File: src/design/rau_mul.sv
// Magnitude multiplier with registered product.
`default_nettype none

module rau_mul #(
    parameter int W = 32
) (
    input  wire logic           clk,
    input  wire logic [W-1:0]   a,
    input  wire logic [W-1:0]   b,
    output logic      [2*W-1:0] p
);

    logic [2*W-1:0] p_reg;

    always_ff @(posedge clk)
    begin
        p_reg <= {{W{1'b0}}, a} * {{W{1'b0}}, b};
    end

    assign p = p_reg;

endmodule

`default_nettype wire

File: config.mk
export PLATFORM = sky130hd
export DESIGN_NAME = rau_mul
export DESIGN_NICKNAME = d
export VERILOG_FILES = /design/src/design/rau_mul.sv
export SDC_FILE = /design/constraint.sdc
export NUM_CORES = 2
export LEC_CHECK = 0
export ABC_CLOCK_PERIOD_IN_PS = 14700
export BUFFER_PORTS_ARGS = -buffer_cell sky130_fd_sc_hd__buf_2
export CAP_MARGIN = 5
export CELL_PAD_IN_SITES_DETAIL_PLACEMENT = 1
export CELL_PAD_IN_SITES_GLOBAL_PLACEMENT = 1
export CORE_UTILIZATION = 50
export CTS_CLUSTER_DIAMETER = 200
export DETAILED_ROUTE_END_ITERATION = 10
export PLACE_DENSITY = 0.89
export SLEW_MARGIN = 20
export SYNTH_ARGS = -nofsm -noshare
export SYNTH_HDL_FRONTEND = slang
export SYNTH_SLANG_ARGS = --single-unit
export TNS_END_PERCENT = 1
File: constraint.sdc
create_clock -name clk -period 14.7 [get_ports clk]
set_clock_uncertainty 0.1 [all_clocks]
set_input_delay 2.205 -clock clk [delete_from_list [all_inputs] [get_ports clk]]
set_output_delay 2.205 -clock clk [all_outputs]
set_load 0.02 [all_outputs]
* Word level (Yosys, flattened, before mapping)
Index checks and enable logic that the tools add are counted.
** Word-level totals
- Bits of input ports :: 65
- Word-level logic and storage cells :: 2
- Output and inout port bits :: 64
- Bits in registers :: 64
** Cells by class
- Multipliers :: 1
** Operators by type and width (number)
- $mul A32 B32 Y64 :: 1

* Depth between registers and ports, before layout
- Depth in word-level cells :: 1
- Depth in mapped cells :: 29
- Depth with buffers taken out :: 27

* Worst setup path before layout
No wires, ideal clock.
- Path type :: in2reg
- From :: in a[25]
- To :: reg p_reg[62], in the netlist p[62]
- Stages :: 25
- Slack :: 5642 ps
- Library setup time :: 72 ps
- Arrival :: 8886 ps
- Buffers on the path :: 2
- Data required time :: 14528 ps
- Cell sequence :: clkbuf_1 nand2_1 fa_1 inv_1 fa_1 inv_1 fa_1 inv_1 fa_1 fa_1 fa_1 fa_1 inv_1 fa_1 inv_1 ha_1 buf_2 nand4_1 or4_1 or3_1 a31oi_1 a31o_2 a211oi_1 o21ai_1 xor2_1
** Between the ends
- Longest elaborated chain between the ends :: 1
** Ends and longest elaborated chain
- start, declared :: line 8 : input wire logic [W-1:0] a,
- $mul A32 B32 Y64 :: line 17 : p_reg <= {{W{1'b0}}, a} * {{W{1'b0}}, b};
- end signal, assigned :: line 17
- end, declared :: line 13 : logic [2*W-1:0] p_reg;
No other way between the ends.

* Worst setup path after layout
- From :: in a[22]
- To :: reg p_reg[62], in the netlist p[62]
Same word-level chain as after synthesis.

==> results.md <==
* Sequential area share after synthesis at 3.69%
* Slew Limit Fails at 0
* Final GP Congestion at 0.888
* CTS Hold Bufs at 0
* Cell variety after synth at 57
* Post-route setup TNS at 0 ns
* Via count at 27,000
* CTS Root Cell: clkbuf_16
* Largest register FFs at 64
* Relative slew slack at 38.8%
* Initial drt markers at 1,749
* Grt met2 use at 61.3%
* Synth Warn # at 0
* Clk pin slew, worst setup/hold paths at 0.06 ns
* Dominant synthesized flop cell: dfxtp_1
* Vias per cell at 5.85
* Die H at 265 µm
* Nets at 4,895
* I/O Pins at 129
* Commonest non-fill, non-tap cell in the layout: fa_1
* CTS tree: yes
* TritonCTS Buffers at 9
* Largest net degree at the start of global routing at 33
* Starting density of the core at 50.6%
* Area Growth Syn to Fin at 3.79%
* Post-DR wirelength/cell at 25.7 µm
* Longest Clk Path Bufs at 2
* Pre-antenna DRT Iters at 5
* Worst EP required at 14.89 ns
* Hold Path Depth at 3
* Commonest non-fill, non-tap cells in the layout: fa_1, inv_1, and2_1, nand2_1, ha_1
* Number of post-CTS setup repair buffers at 0
* Post-synthesis area per instance at 9.25 µm²
* # H-tree levels at 3
* Nature of the critical path endpoint: flip-flop
* Synth Net Count at 4,972
* Hold Path Class: input pin to flip-flop
* Max_cap viols at 0
* Number of global-route vias before repair at 33,100
* Fin crit period at 10.25 ns
* Outcome: complete, no violations
* Period utilisation layout at 69.7%
* Async SR Flop Fraction at 0%
* CP Launch Type: input pin
* Die area at 0.0704 mm²
* Global-route wire length before repair at 187 mm
* Kind of critical path: input pin to flip-flop
* Placeable Area at 0.0686 mm²
* Least-Margin Pin Slew at 0.918 ns
* # DRC at 0
* Port-buffer cells at 128
* CP Data Arrival Time at 10.44 ns
* WL final at 118 mm
* Mapped Cells at 3,748
* Met3 Use GR at 5.29%
* Die width at 265 µm
* RSZ-0062 raised after global routing: false
* Total grt overflow at 0
* Synth Cell Area at 0.0347 mm²
* Register bit total from synthesis at 64
* Final hold violations at 0
* ANT nets after route at 0
* Initial antenna violation count at 6
* Met1 GRT Util at 37.1%
* Critical path peak fanout at 32
* Num rows at 96
* Post-synth EDFFs at 0
* Share of post-route cells with drive strength above 1 at 4.49%
* Post-CTS sizing at 0
* GR peak layer: met2
* TritonCTS sink count at 64
* GRT Util Overall at 35.3%
* Post-DP HPWL at 94.1 mm
* Setup violators final at 0
* Fmax at 0.0976 GHz
[metrics by stage]
stage	util, %	setup WS [ns]	hold WS (ns)	instance area [µm²]	instances
after floorplan	-	5.64	2.23	34700	3748
after global placement	52.0	4.67	2.52	35700	4591
after detailed placement	52.0	4.23	2.52	35700	4591
after CTS	52.5	4.61	2.37	36000	4607
after global routing	52.5	4.30	2.38	36000	4610
final	52.5	4.45	2.38	36000	4610
[per-layer routing]
layer	vias up	share of wire, %
met2	1547	51
met3	711	6.1
met1	14000	32
met4	4	11
met5	-	0.033
li1	10700	-
[worst paths after layout]
kind              start     to  slack [ns]
setup / recovery  a[22]  p[62]        4.45
hold / removal     a[0]   p[0]        2.38
[area by class of cell]
cell class,count,area [µm²]
fillers,7909,32600
multi-input cells,2599,29300
inverters,865,3250
flip-flops and latches,64,1280
well taps,931,1160
repair buffers,132,671
clock buffers,9,225
clock inverters,7,77.6
diodes,3,7.51
[cell usage after synthesis (9+ instances only)]
library cell	n	area, µm²
inv_1	865	3250
a21o_1	40	300
clkbuf_1	213	800
and3_1	14	87.6
fa_1	896	17900
a31oi_1	12	75.1
nor2_1	20	75.1
xnor2_1	35	307
xor2_1	25	219
nand4_1	23	144
and2_1	602	3770
a21oi_1	63	315
o21ai_0	21	105
nand3_1	10	50.1
o21bai_1	10	75.1
nand2_1	480	1800
o21a_1	9	67.6
dfxtp_1	64	1280
ha_1	263	3290
[cell families after synthesis]
family | share of synthesized area [%]
xor+xnor | 1.52
compound gates | 4.15
mux | 0.0289
buf+inv | 11.8
flops | 3.69
simple gates | 17.6
fa+ha+maj | 61.2
[critical path: stages]
cell and delay (ns):
buf_2 0.63, nand2_1 0.22, fa_1 0.62, inv_1 0.07, fa_1 0.50, inv_1 0.06
fa_1 0.55, inv_1 0.07, fa_1 0.53, fa_1 0.60, fa_1 0.43, fa_1 0.50
inv_1 0.06, fa_1 0.49, inv_1 0.05, ha_1 0.42, nand4_1 0.26, or4_1 0.50
or3_1 0.36, a31oi_1 0.51, a31o_2 0.31, a211oi_1 0.14, o21ai_1 0.20, xor2_1 0.15
Power is left out: the tool's default activity adds up to more than one toggle a clock period on the data nets, which glitch-free logic cannot reach.
