===== src/design/rau_pkg.sv =====
// Shared types and constants for the rational arithmetic unit.
`default_nettype none

package rau_pkg;

    localparam int IN_W   = 32;
    localparam int WIDE_W = 64;
    localparam int DEN_W  = 63;
    localparam int FUNC_W = 2;
    localparam int STAT_W = 2;

    typedef logic [FUNC_W-1:0] func_t;
    typedef logic [STAT_W-1:0] status_t;
    typedef logic [WIDE_W-1:0] wide_t;

    localparam func_t FUNC_ADD = 2'd0;
    localparam func_t FUNC_SUB = 2'd1;
    localparam func_t FUNC_MUL = 2'd2;
    localparam func_t FUNC_DIV = 2'd3;

    localparam status_t STAT_OK       = 2'd0;
    localparam status_t STAT_ZERO_DEN = 2'd1;
    localparam status_t STAT_DIV_ZERO = 2'd2;

    localparam wide_t WIDE_ONE = {{(WIDE_W-1){1'b0}}, 1'b1};
    localparam wide_t MAX_MAG  = {1'b0, {(WIDE_W-1){1'b1}}};

endpackage

`default_nettype wire


===== src/design/rau_div.sv =====
// Restoring divider: one quotient bit per cycle.
`default_nettype none

module rau_div (
    input  wire logic          clk,
    input  wire logic          rst_n,
    input  wire logic          start,
    input  wire rau_pkg::wide_t dividend,
    input  wire rau_pkg::wide_t divisor,
    output logic               done,
    output rau_pkg::wide_t     quotient
);

    localparam int WW    = rau_pkg::WIDE_W;
    localparam int CNT_W = $clog2(WW);
    localparam logic [CNT_W-1:0] LAST = CNT_W'(WW - 1);

    rau_pkg::wide_t rem_reg;
    rau_pkg::wide_t quo_reg;
    rau_pkg::wide_t dvs_reg;
    logic [CNT_W-1:0] cnt_reg;
    logic           busy_reg;
    logic           done_reg;
    logic [WW:0]    shifted;
    logic [WW:0]    trial;
    logic           take;

    assign shifted = {rem_reg, quo_reg[WW-1]};
    assign take    = shifted >= {1'b0, dvs_reg};
    assign trial   = shifted - {1'b0, dvs_reg};

    always_ff @(posedge clk or negedge rst_n)
    begin
        if (!rst_n)
        begin
            busy_reg <= 1'b0;
            done_reg <= 1'b0;
        end
        else
        begin
            done_reg <= busy_reg && (cnt_reg == LAST);
            if (start)
                busy_reg <= 1'b1;
            else if (busy_reg && cnt_reg == LAST)
                busy_reg <= 1'b0;
        end
    end

    always_ff @(posedge clk)
    begin
        if (start)
        begin
            rem_reg <= '0;
            quo_reg <= dividend;
            dvs_reg <= divisor;
            cnt_reg <= '0;
        end
        else if (busy_reg)
        begin
            rem_reg <= take ? trial[WW-1:0] : shifted[WW-1:0];
            quo_reg <= {quo_reg[WW-2:0], take};
            cnt_reg <= cnt_reg + CNT_W'(1);
        end
    end

    assign done     = done_reg;
    assign quotient = quo_reg;

endmodule

`default_nettype wire

===== config.mk =====
export PLATFORM = sky130hd
export DESIGN_NAME = rau_div
export DESIGN_NICKNAME = d
export VERILOG_FILES = /design/src/design/rau_pkg.sv /design/src/design/rau_div.sv
export SDC_FILE = /design/constraint.sdc
export NUM_CORES = 1
export LEC_CHECK = 0
export BUFFER_PORTS_ARGS = -buffer_cell sky130_fd_sc_hd__buf_2
export CORE_UTILIZATION = 58
export CTS_CLUSTER_SIZE = 40
export DETAILED_ROUTE_END_ITERATION = 16
export PLACE_DENSITY_LB_ADDON = 0.2
export SETUP_SLACK_MARGIN = 0.2
export SLEW_MARGIN = 15
export SYNTH_ARGS = -nofsm -noshare
export SYNTH_HDL_FRONTEND = slang
export SYNTH_SLANG_ARGS = --single-unit
export TNS_END_PERCENT = 1

===== constraint.sdc =====
create_clock -name clk -period 3.4 [get_ports clk]
set_clock_uncertainty 0.1 [all_clocks]
set_input_delay 0.34 -clock clk [delete_from_list [all_inputs] [get_ports clk]]
set_output_delay 0.34 -clock clk [all_outputs]
set_load 0.03 [all_outputs]

**Word-level counts from Yosys, hierarchy flattened**

Cells that the tools add are included.
Widths: inputs -> output; s select.

- Add/subtract/negate cells: 2
- Order comparisons: 1
- Eq/ne operators: 1
- Muxes and demuxes: 5
- Reductions and logical operators: 3

Operator list:

| cell | number |
|---|---|
| $mux 64 | 3 |
| $ge 65x64->1 | 1 |
| $sub 64x64->64 | 1 |
| $add 6x1->6 const B | 1 |
| $eq 6x6->1 const B | 1 |
| $reduce_bool 2->1 | 2 |
| $mux 1 | 2 |
| $logic_and 1x1->1 | 1 |

- Register bits: 200
- Output and inout bits: 65
- Word-level logic and storage cells: 18

**Longest topological paths before layout**

Gate-level depths: netlist (run 1).

- Depth in word-level cells: 4
- Gate-level depth with buffers: 15
- Mapped depth without buffers: 13

**Least setup slack after synthesis (run 1)**

No wires, ideal clock.

- Path kind: register to register
- Start point: register quo_reg[63] (netlist: quotient[63])
- End point: register rem_reg[60]
- Data arrival time: 3.073 ns
- Path slack: 0.147 ns
- Cell stages (with the launch flop): 14
- Buffers on the path: 0
- Clock period less this slack: 3.253 ns
- Cells stage by stage: edfxtp_1 > inv_1 > ha_1 > fa_1 > nor2b_1 > o21bai_1 > a21oi_1 > o21ai_1 > a211oi_2 > o21ai_2 > o21ai_2 > nor4_1 > or4_1 > a211oi_2

- Word-level cells in the longest chain between the ends: 2

Ends and longest elaborated chain:

| element | RTL line | text |
|---|---|---|
| start, declared | rau_div.sv:19 | `rau_pkg::wide_t quo_reg;` |
| start signal, assigned | rau_div.sv:54 | `quo_reg <= dividend;` |
| start signal, assigned | rau_div.sv:61 | `quo_reg <= {quo_reg[WW-2:0], take};` |
| $sub 64x64->64 / $ge 65x64->1 (equally long branches) | rau_div.sv:30, rau_div.sv:29 |  |
| $mux 64 (*) | rau_div.sv:60 | `rem_reg <= take ? trial[WW-1:0] : shifted[WW-1:0];` |
| end signal, assigned | rau_div.sv:60 |  |
| end, declared | rau_div.sv:18 | `rau_pkg::wide_t rem_reg;` |

Mark *: on every way between the ends. The rest lies on a longest branch, timed or not.
A chain may end at the register's enable or synchronous reset.

**Worst setup path after layout (run 1)**

- Start point: register dvs_reg[60]
- End point: register rem_reg[58]

- Word-level cells in the longest chain between the ends: 2

Ends and longest elaborated chain:

| element | RTL line | text |
|---|---|---|
| start, declared | rau_div.sv:20 | `rau_pkg::wide_t dvs_reg;` |
| start signal, assigned | rau_div.sv:55 | `dvs_reg <= divisor;` |
| $ge 65x64->1 | rau_div.sv:29 | `assign take = shifted >= {1'b0, dvs_reg};` |
| $mux 64 | rau_div.sv:60 |  |

No other way between the ends.

==> results of run 1 <==
-- layer usage --
layer / track usage / vias to the layer above / wire (um)
met1: 0.3905 / 4903 / 13420
met4: 0.09211 / 0 / 648
met2: 0.4870 / 392 / 14970
met5: 0 / - / 0
met3: 0.05755 / 53 / 2086
li1: - / 5035 / -
-- timing repair --
item                                   in CTS  in global routing
resized for setup                          35                 51
setup buffers                               8                  3
pin swaps                                  15                 22
endpoints found under the hold margin      66                  0
setup endpoints to repair                  64                 65
hold buffers                               65                  0
cloned                                      0                  0
-- synth_stat cells, drive strengths merged (13+ instances only) --
cell type,count
nand4,25
a21oi,101
a21o,38
o21ai,50
nand2,111
buf,23
clkbuf,45
edfxtp,128
xnor2,43
xor2,15
and3,15
dfxtp,70
a211oi,36
a311oi,19
inv,79
nor3,17
nor2,120
nand3,14
ha,65
o211ai,13
mux2,71
-- layout by cell type (no fill, tap or decap), types with 12 or more instances in the layout --
master	Yosys	layout
buf_2	17	194
edfxtp_1	128	128
nor2_1	120	119
nand2_1	111	109
a21oi_1	98	81
inv_1	79	79
dfxtp_1	70	70
mux2_2	67	67
dlygate4sd3_1	0	65
buf_4	2	62
ha_1	65	51
xnor2_1	43	43
a21o_1	38	38
a211oi_1	33	32
o21ai_0	37	31
nand4_1	25	25
a21oi_2	3	17
a311oi_1	19	17
clkbuf_16	0	17
and3_1	15	15
xor2_1	15	15
nand3_1	13	13
o211ai_1	12	12
nor3_1	16	12
ha_2	0	12
-- logic make-up (layout without fill, tap and decap cells) --
kind of cell,after synthesis,count (layout)
DFF,200,200
buffers and inverters,148,441
and+or+nand+nor,337,337
muxes,82,82
xor gates and xnor gates,58,58
AOI/OAI and AO/OA,332,332
other,0,1
adders and majority gates,66,66
-- final timing paths --
path / cells past startpoint / from / end / slack [ns]
max: 10 / dvs_reg[60] / rem_reg[58] / 0.13
min: 2 / start / rem_reg[44] / 0.04
max reg2reg: 10 / dvs_reg[60] / rem_reg[58] / 0.13
min reg2reg: 2 / rem_reg[3] / rem_reg[4] / 0.39
max in group asynchronous: 2 / rst_n / busy_reg / 2.98
min in group asynchronous: 2 / rst_n / done / 0.11
-- power breakdown --
| part | total (mW) | leakage, nW | internal, mW | switching (mW) |
|---|---|---|---|---|
| logic | 5.68 | 4.47 | 2.48 | 3.20 |
| registers | 3.41 | 1.90 | 3.07 | 0.339 |
| clock network | 2.10 | 0.298 | 1.01 | 1.09 |
-- metrics by stage --
step                        TNS, ns  std cells  setup WS [ns]  power [mW]  hold WS [ns]
after floorplan                   0       1223         0.2307       7.064      -0.05559
after global placement            0       1678        0.06969       8.428       0.03604
after detailed placement   -0.05508       1678       -0.05508       8.528       0.03800
after CTS                         0       1783         0.1912       10.88       0.02692
after global routing      -0.002136       1787      -0.002136       11.87       0.03165
final                             0       1787         0.1341       11.18       0.03568
-- final cells by class --
type / instances / area share
inverter: 80 / 0.01976
multi-input combinational: 875 / 0.4214
sequential: 200 / 0.3485
timing repair buffer: 329 / 0.1467
clock buffer: 18 / 0.02824
antenna: 1 / 0.0001646
tap: 270 / 0.02223
clock inverter: 14 / 0.01301
==> results by group, run 1 <==
Routing
  • Iter 0 DRT Violations: 837
  • WL per Instance: between 15 and 20 um
  • Vias: 10,380
  • Router iterations before antenna repair: 8
  • ANT nets after route: 0
  • Drt drc: 0
  • Routed WL: roughly 31,000 um
  • Vias per std cell: between 5 and 6

Floorplanning
  • Io pins: roughly 200
  • Core Box Area: 20,170 um2
  • Die width: around 150 um
  • Die ar.: 21,100 um2
  • Rows: 52
  • Die height: roughly 150 um
  • Initial Util: 0.5903

Clocking
  • H-Tree Depth: 4
  • CTS Buf Count: 17
  • CTS root buf: clkbuf_16
  • Clk Latency, worst-skew pair: between 0.4 and 0.5 ns
  • Sink Count: 200
  • CTS tree: done
  • Clock Path Buffers: 2
  • Clk slew on worst S/H paths: 0.09 ns

Critical path
  • CP required: 3.66 ns
  • Top delay family on crit path: simple AND/OR/NAND/NOR gates
  • Worst Setup Start Kind: register
  • Critical path class: reg2reg
  • Critical path data arrival time: 3.52 ns
  • Critical path's largest stage delay: 0.62 ns
  • CP max stage cell: ha_1
  • Crit path buf inv count: 2
  • CP Max Fanout: 12
  • Worst setup EP type: register
  • Crit path cell chain: inv_1 > ha_1 > nand4_1 > nor4_2 > and3_1 > and3_1 > a211oi_4 > buf_6 > or4b_1 > a311oi_2
  • CP most frequent cell: and3_1

Worst hold path
  • Hold WC Path Type: in2reg

Finish
  • Share of cells above drive strength 1: 0.2935
  • Post-layout net count: 1,700
  • Area grow syn2layout: 27.66%
  • Multi-input gate area: 6405 um2
  • Fillers: 1,421
  • Core Util, Final: 0.7535
  • Post-route cell area: 15,200 um2
  • Seq. cell area: 5296 um2

Synthesis
  • Multiplexer area fraction after synthesis: 0.07641
  • Synthesis Warnings: 0
  • Main combinational cell family by area after synthesis: compound AO/OA/AOI/OAI gates
  • Post-synth ARST share: 0.01000
  • Mapped Nets: ~1,400
  • Cells after Synth: 1,223
  • Post-Synth Adder-Cell Area: 0.06999
  • Syn avg cell area: roughly 10 um2
  • Post-synth design cell area: 11,910 um2
  • Post-synth EDFFs: 128
  • Library cells used by synthesis: 74
  • Post-Synth XOR/XNOR Area: 0.04267
  • Top cell type's share of synthesized area: 0.3229
  • Yosys top cell by area: edfxtp_1
  • Post-Synth Simple-Gate Area: 0.1276
  • Synth Register Bits: 200
  • Synth Area in Compound Gates: 0.1888
  • Primary FF master, synth: edfxtp_1
  • Seq/Total Area, Yosys: 0.4448
  • Synth top area cells: edfxtp_1 (32%), dfxtp_1 (12%), ha_1 (6.8%), mux2_2 (6.3%), a21oi_1 (4.1%)

Power and ir drop
  • Leak: 6.670 nW
  • Peak VDD IR: 0.4315 mV
  • Pwr per Cell Area: 735.7 nW/um2

Timing
  • Fmax: 0.3062 GHz
  • Slew Limit Fails: 0
  • Unrepaired setup endpoints after global routing: yes
  • Final Hold Violating Endpoints: 0
  • Setup Viol. Count Final: 0
  • Final period demand of the worst path: 3.266 ns
  • Period utilization: 0.9605
  • Tightest Pin Transition: 1.025 ns
  • Max transition margin: 0.3170

GRT
  • Tot GR Track Use: 0.2949
  • Initial antenna violation count: 1
  • Vias in the first global route: between 10,000 and 15,000
  • First-pass GRT wire length: 50,230 um
  • Largest net degree at the start of global routing: 97
  • Grt total ovfl: 0

Flow run
  • Max Cap Viol: 0

Placed design
  • Port bufs: 195
  • Hpwl dp: approximately 21,000 um
  • DP Area: 13,460 um2
  • RePlAce Congestion: 0.9046

Run status
  • Outcome: finished clean
Power figures use the tool's default switching activity.
==> run 2: changes to the inputs <==
CTS_BUF_LIST = sky130_fd_sc_hd__clkbuf_4 sky130_fd_sc_hd__clkbuf_8 sky130_fd_sc_hd__clkbuf_16   (was not set)
==> run 2 against run 1 <==
Against the previous run:
- first-iteration DRC count rose by 0.12%
- sequential power barely moved
- die area did not move
- maximum frequency barely moved
- worst hold slack barely moved
- combinational power barely moved
- sequential share of layout area barely moved
- register-to-register slack barely moved
- setup slack barely moved
- wire length barely moved
- critical path depth did not move
- critical path type unchanged
- largest cell class unchanged
==> results by group, run 2 (synthesis gave the netlist of run 1 again) <==
Timing
  • Final period demand of the worst path: 3.266 ns (about the same)
  • Fmax: 0.3062 GHz (about the same)
  • Slew Limit Fails: 0 (unchanged)
  • Tightest Pin Transition: 1.025 ns (about the same)
  • Final Hold Violating Endpoints: 0 (unchanged)
  • Max transition margin: 0.3164 (was 0.3170)
  • Period utilization: 0.9605 (about the same)
  • Unrepaired setup endpoints after global routing: yes (unchanged)
  • Setup Viol. Count Final: 0 (unchanged)

Routing
  • Drt drc: 0 (unchanged)
  • ANT nets after route: 0 (unchanged)
  • Router iterations before antenna repair: 5 (was 8)
  • Routed WL: 31,150 um (was 31,130 um)
  • WL per Instance: 17.43 um (was 17.42 um)
  • Iter 0 DRT Violations: 838 (was 837)
  • Vias: 10,380 (about the same)
  • Vias per std cell: 5.809 (was 5.810)

Placed design
  • Port bufs: 195 (unchanged)
  • Placed instance count: 1,678 (unchanged)
  • Hpwl dp: 21,340 um (unchanged)
  • RePlAce Congestion: 0.9046 (unchanged)

Finish
  • Seq. cell area: 5296 um2 (unchanged)
  • Core Util, Final: 0.7537 (was 0.7535)
  • Most common cell after layout, fill and taps aside: buf_2 (unchanged)
  • Share of cells above drive strength 1: 0.2942 (was 0.2935)
  • Final Non-Filler Cells: 1,787 (unchanged)
  • Multi-input gate area: 6405 um2 (unchanged)
  • Post-layout net count: 1,700 (unchanged)
  • Most frequent cells in the layout: buf_2 (194), edfxtp_1 (128), nor2_1 (119) (unchanged)
  • Fillers: 1,420 (was 1,421)
  • Area grow syn2layout: 27.69% (was 27.66%)

Floorplanning
  • Die width: 145.3 um (unchanged)
  • Rows: 52 (unchanged)
  • Core Box Area: 20,170 um2 (unchanged)
  • Die height: 145.3 um (unchanged)
  • Die ar.: 21,100 um2 (unchanged)
  • Initial Util: 0.5903 (unchanged)
  • Io pins: 196 (unchanged)

Clocking
  • Clk slew on worst S/H paths: 0.09 ns (about the same)
  • H-Tree Depth: 4 (unchanged)
  • CTS root buf: clkbuf_16 (unchanged)
  • Clock Path Buffers: 2 (unchanged)
  • Sink Count: 200 (unchanged)
  • Clk Latency, worst-skew pair: 0.46 ns (about the same)
  • CTS tree: done (unchanged)
  • CTS Buf Count: 17 (unchanged)

Power and ir drop
  • NetSw: 4.631 mW (was 4.629 mW)
  • Cell Int Power: 6.561 mW (was 6.553 mW)
  • Flop pwr share: 0.304 (was 0.305)
  • Peak VDD IR: 0.4316 mV (was 0.4315 mV)
  • Sw Share: 0.4138 (was 0.4139)
  • Pwr per Cell Area: 736.2 nW/um2 (was 735.7 nW/um2)
  • Comb power frac: 0.507 (was 0.508)
  • Leak: 6.673 nW (was 6.670 nW)
  • Clock network fraction of total power: 0.188 (about the same)

GRT
  • Largest net degree at the start of global routing: 97 (unchanged)
  • Vias in the first global route: 10,200 (unchanged)
  • First-pass GRT wire length: 50,230 um (unchanged)
  • Grt total ovfl: 0 (unchanged)
  • Initial antenna violation count: 1 (unchanged)
  • Tot GR Track Use: 0.2949 (unchanged)

Critical path
  • Critical path data arrival time: 3.52 ns (about the same)
  • Critical path class: reg2reg (unchanged)
  • CP Max Fanout: 12 (unchanged)
  • Worst setup EP type: register (unchanged)
  • CP required: 3.66 ns (about the same)
  • Worst Setup Start Kind: register (unchanged)

Run status
  • Outcome: finished clean (unchanged)

Worst hold path
  • Hold WC Path Type: in2reg (unchanged)

Flow run
  • Max Cap Viol: 0 (unchanged)
-- run 2: cell count changes in the layout (fill, tap and decap cells not counted) --
cell / delta
clkbuf_1: -1
clkbuf_4: +1
-- run 2: what timing repair did --
item,in CTS,in global routing
setup buffers,8,3
hold buffers,65,0
cloned,0,0
resized for setup,35,51
hold endpoints to repair,66,0
setup endpoints to repair,64,65
pin swaps,15,22
-- run 2: final cells by class --
cell class	count	area share
multi-input cells	875	0.4213
flip-flops and latches	200	0.3484
repair buffers	329	0.1467
clock buffers	18	0.02848
well taps	270	0.02222
inverters	80	0.01975
clock inverters	14	0.01300
diodes	1	0.0001646
-- run 2: power groups by stage --
stage	Sequential, mW	Combinational [mW]	Clock (mW)
after floorplan	3.53	3.53	0
after global placement	3.41	5.01	0
after detailed placement	3.43	5.10	0
after CTS	3.39	5.37	2.13
after global routing	3.46	6.19	2.22
final	3.41	5.68	2.11
-- run 2: path summary, 6_finish.rpt --
path	start	end	slack, ns	depth (start not counted)
worst max register to register	dvs_reg[60]	rem_reg[58]	0.13	10
worst max-delay path	dvs_reg[60]	rem_reg[58]	0.13	10
worst min register to register	rem_reg[3]	rem_reg[4]	0.39	2
worst min-delay path	start	rem_reg[44]	0.04	2
min in group asynchronous	rst_n	done	0.11	2
max in group asynchronous	rst_n	busy_reg	2.97	2
-- run 2: per-stage QoR --
| stage | area, um2 | total power, mW | TNS (ns) | hold slack [ns] | setup WS (ns) |
|---|---|---|---|---|---|
| 6_report | 15200 | 11.19 | 0 | 0.03555 | 0.1342 |
| 5_1_grt | 15200 | 11.88 | -0.002136 | 0.03165 | -0.002136 |
| 4_1_cts | 14950 | 10.89 | 0 | 0.02692 | 0.1912 |
| 3_5_place_dp | 13460 | 8.528 | -0.05508 | 0.03800 | -0.05508 |
| 3_3_place_gp | 13460 | 8.428 | 0 | 0.03604 | 0.06969 |
| 2_1_floorplan | 11910 | 7.064 | 0 | -0.05559 | 0.2307 |
-- run 2: layer usage --
layer	track usage	share of wire	up-vias
met1	0.3905	0.43	4901
met5	0	0	-
met2	0.4870	0.48	390
met4	0.09211	0.021	0
li1	-	-	5035
met3	0.05755	0.067	54
-- run 2: critical path: stages, from the launching register on --
cell and delay, ns:
edfxtp_1 0.33, inv_1 0.06, ha_1 0.62, nand4_1 0.28, nor4_2 0.37, and3_1 0.22
and3_1 0.23, a211oi_4 0.08, buf_6 0.16, or4b_1 0.49, a311oi_2 0.25
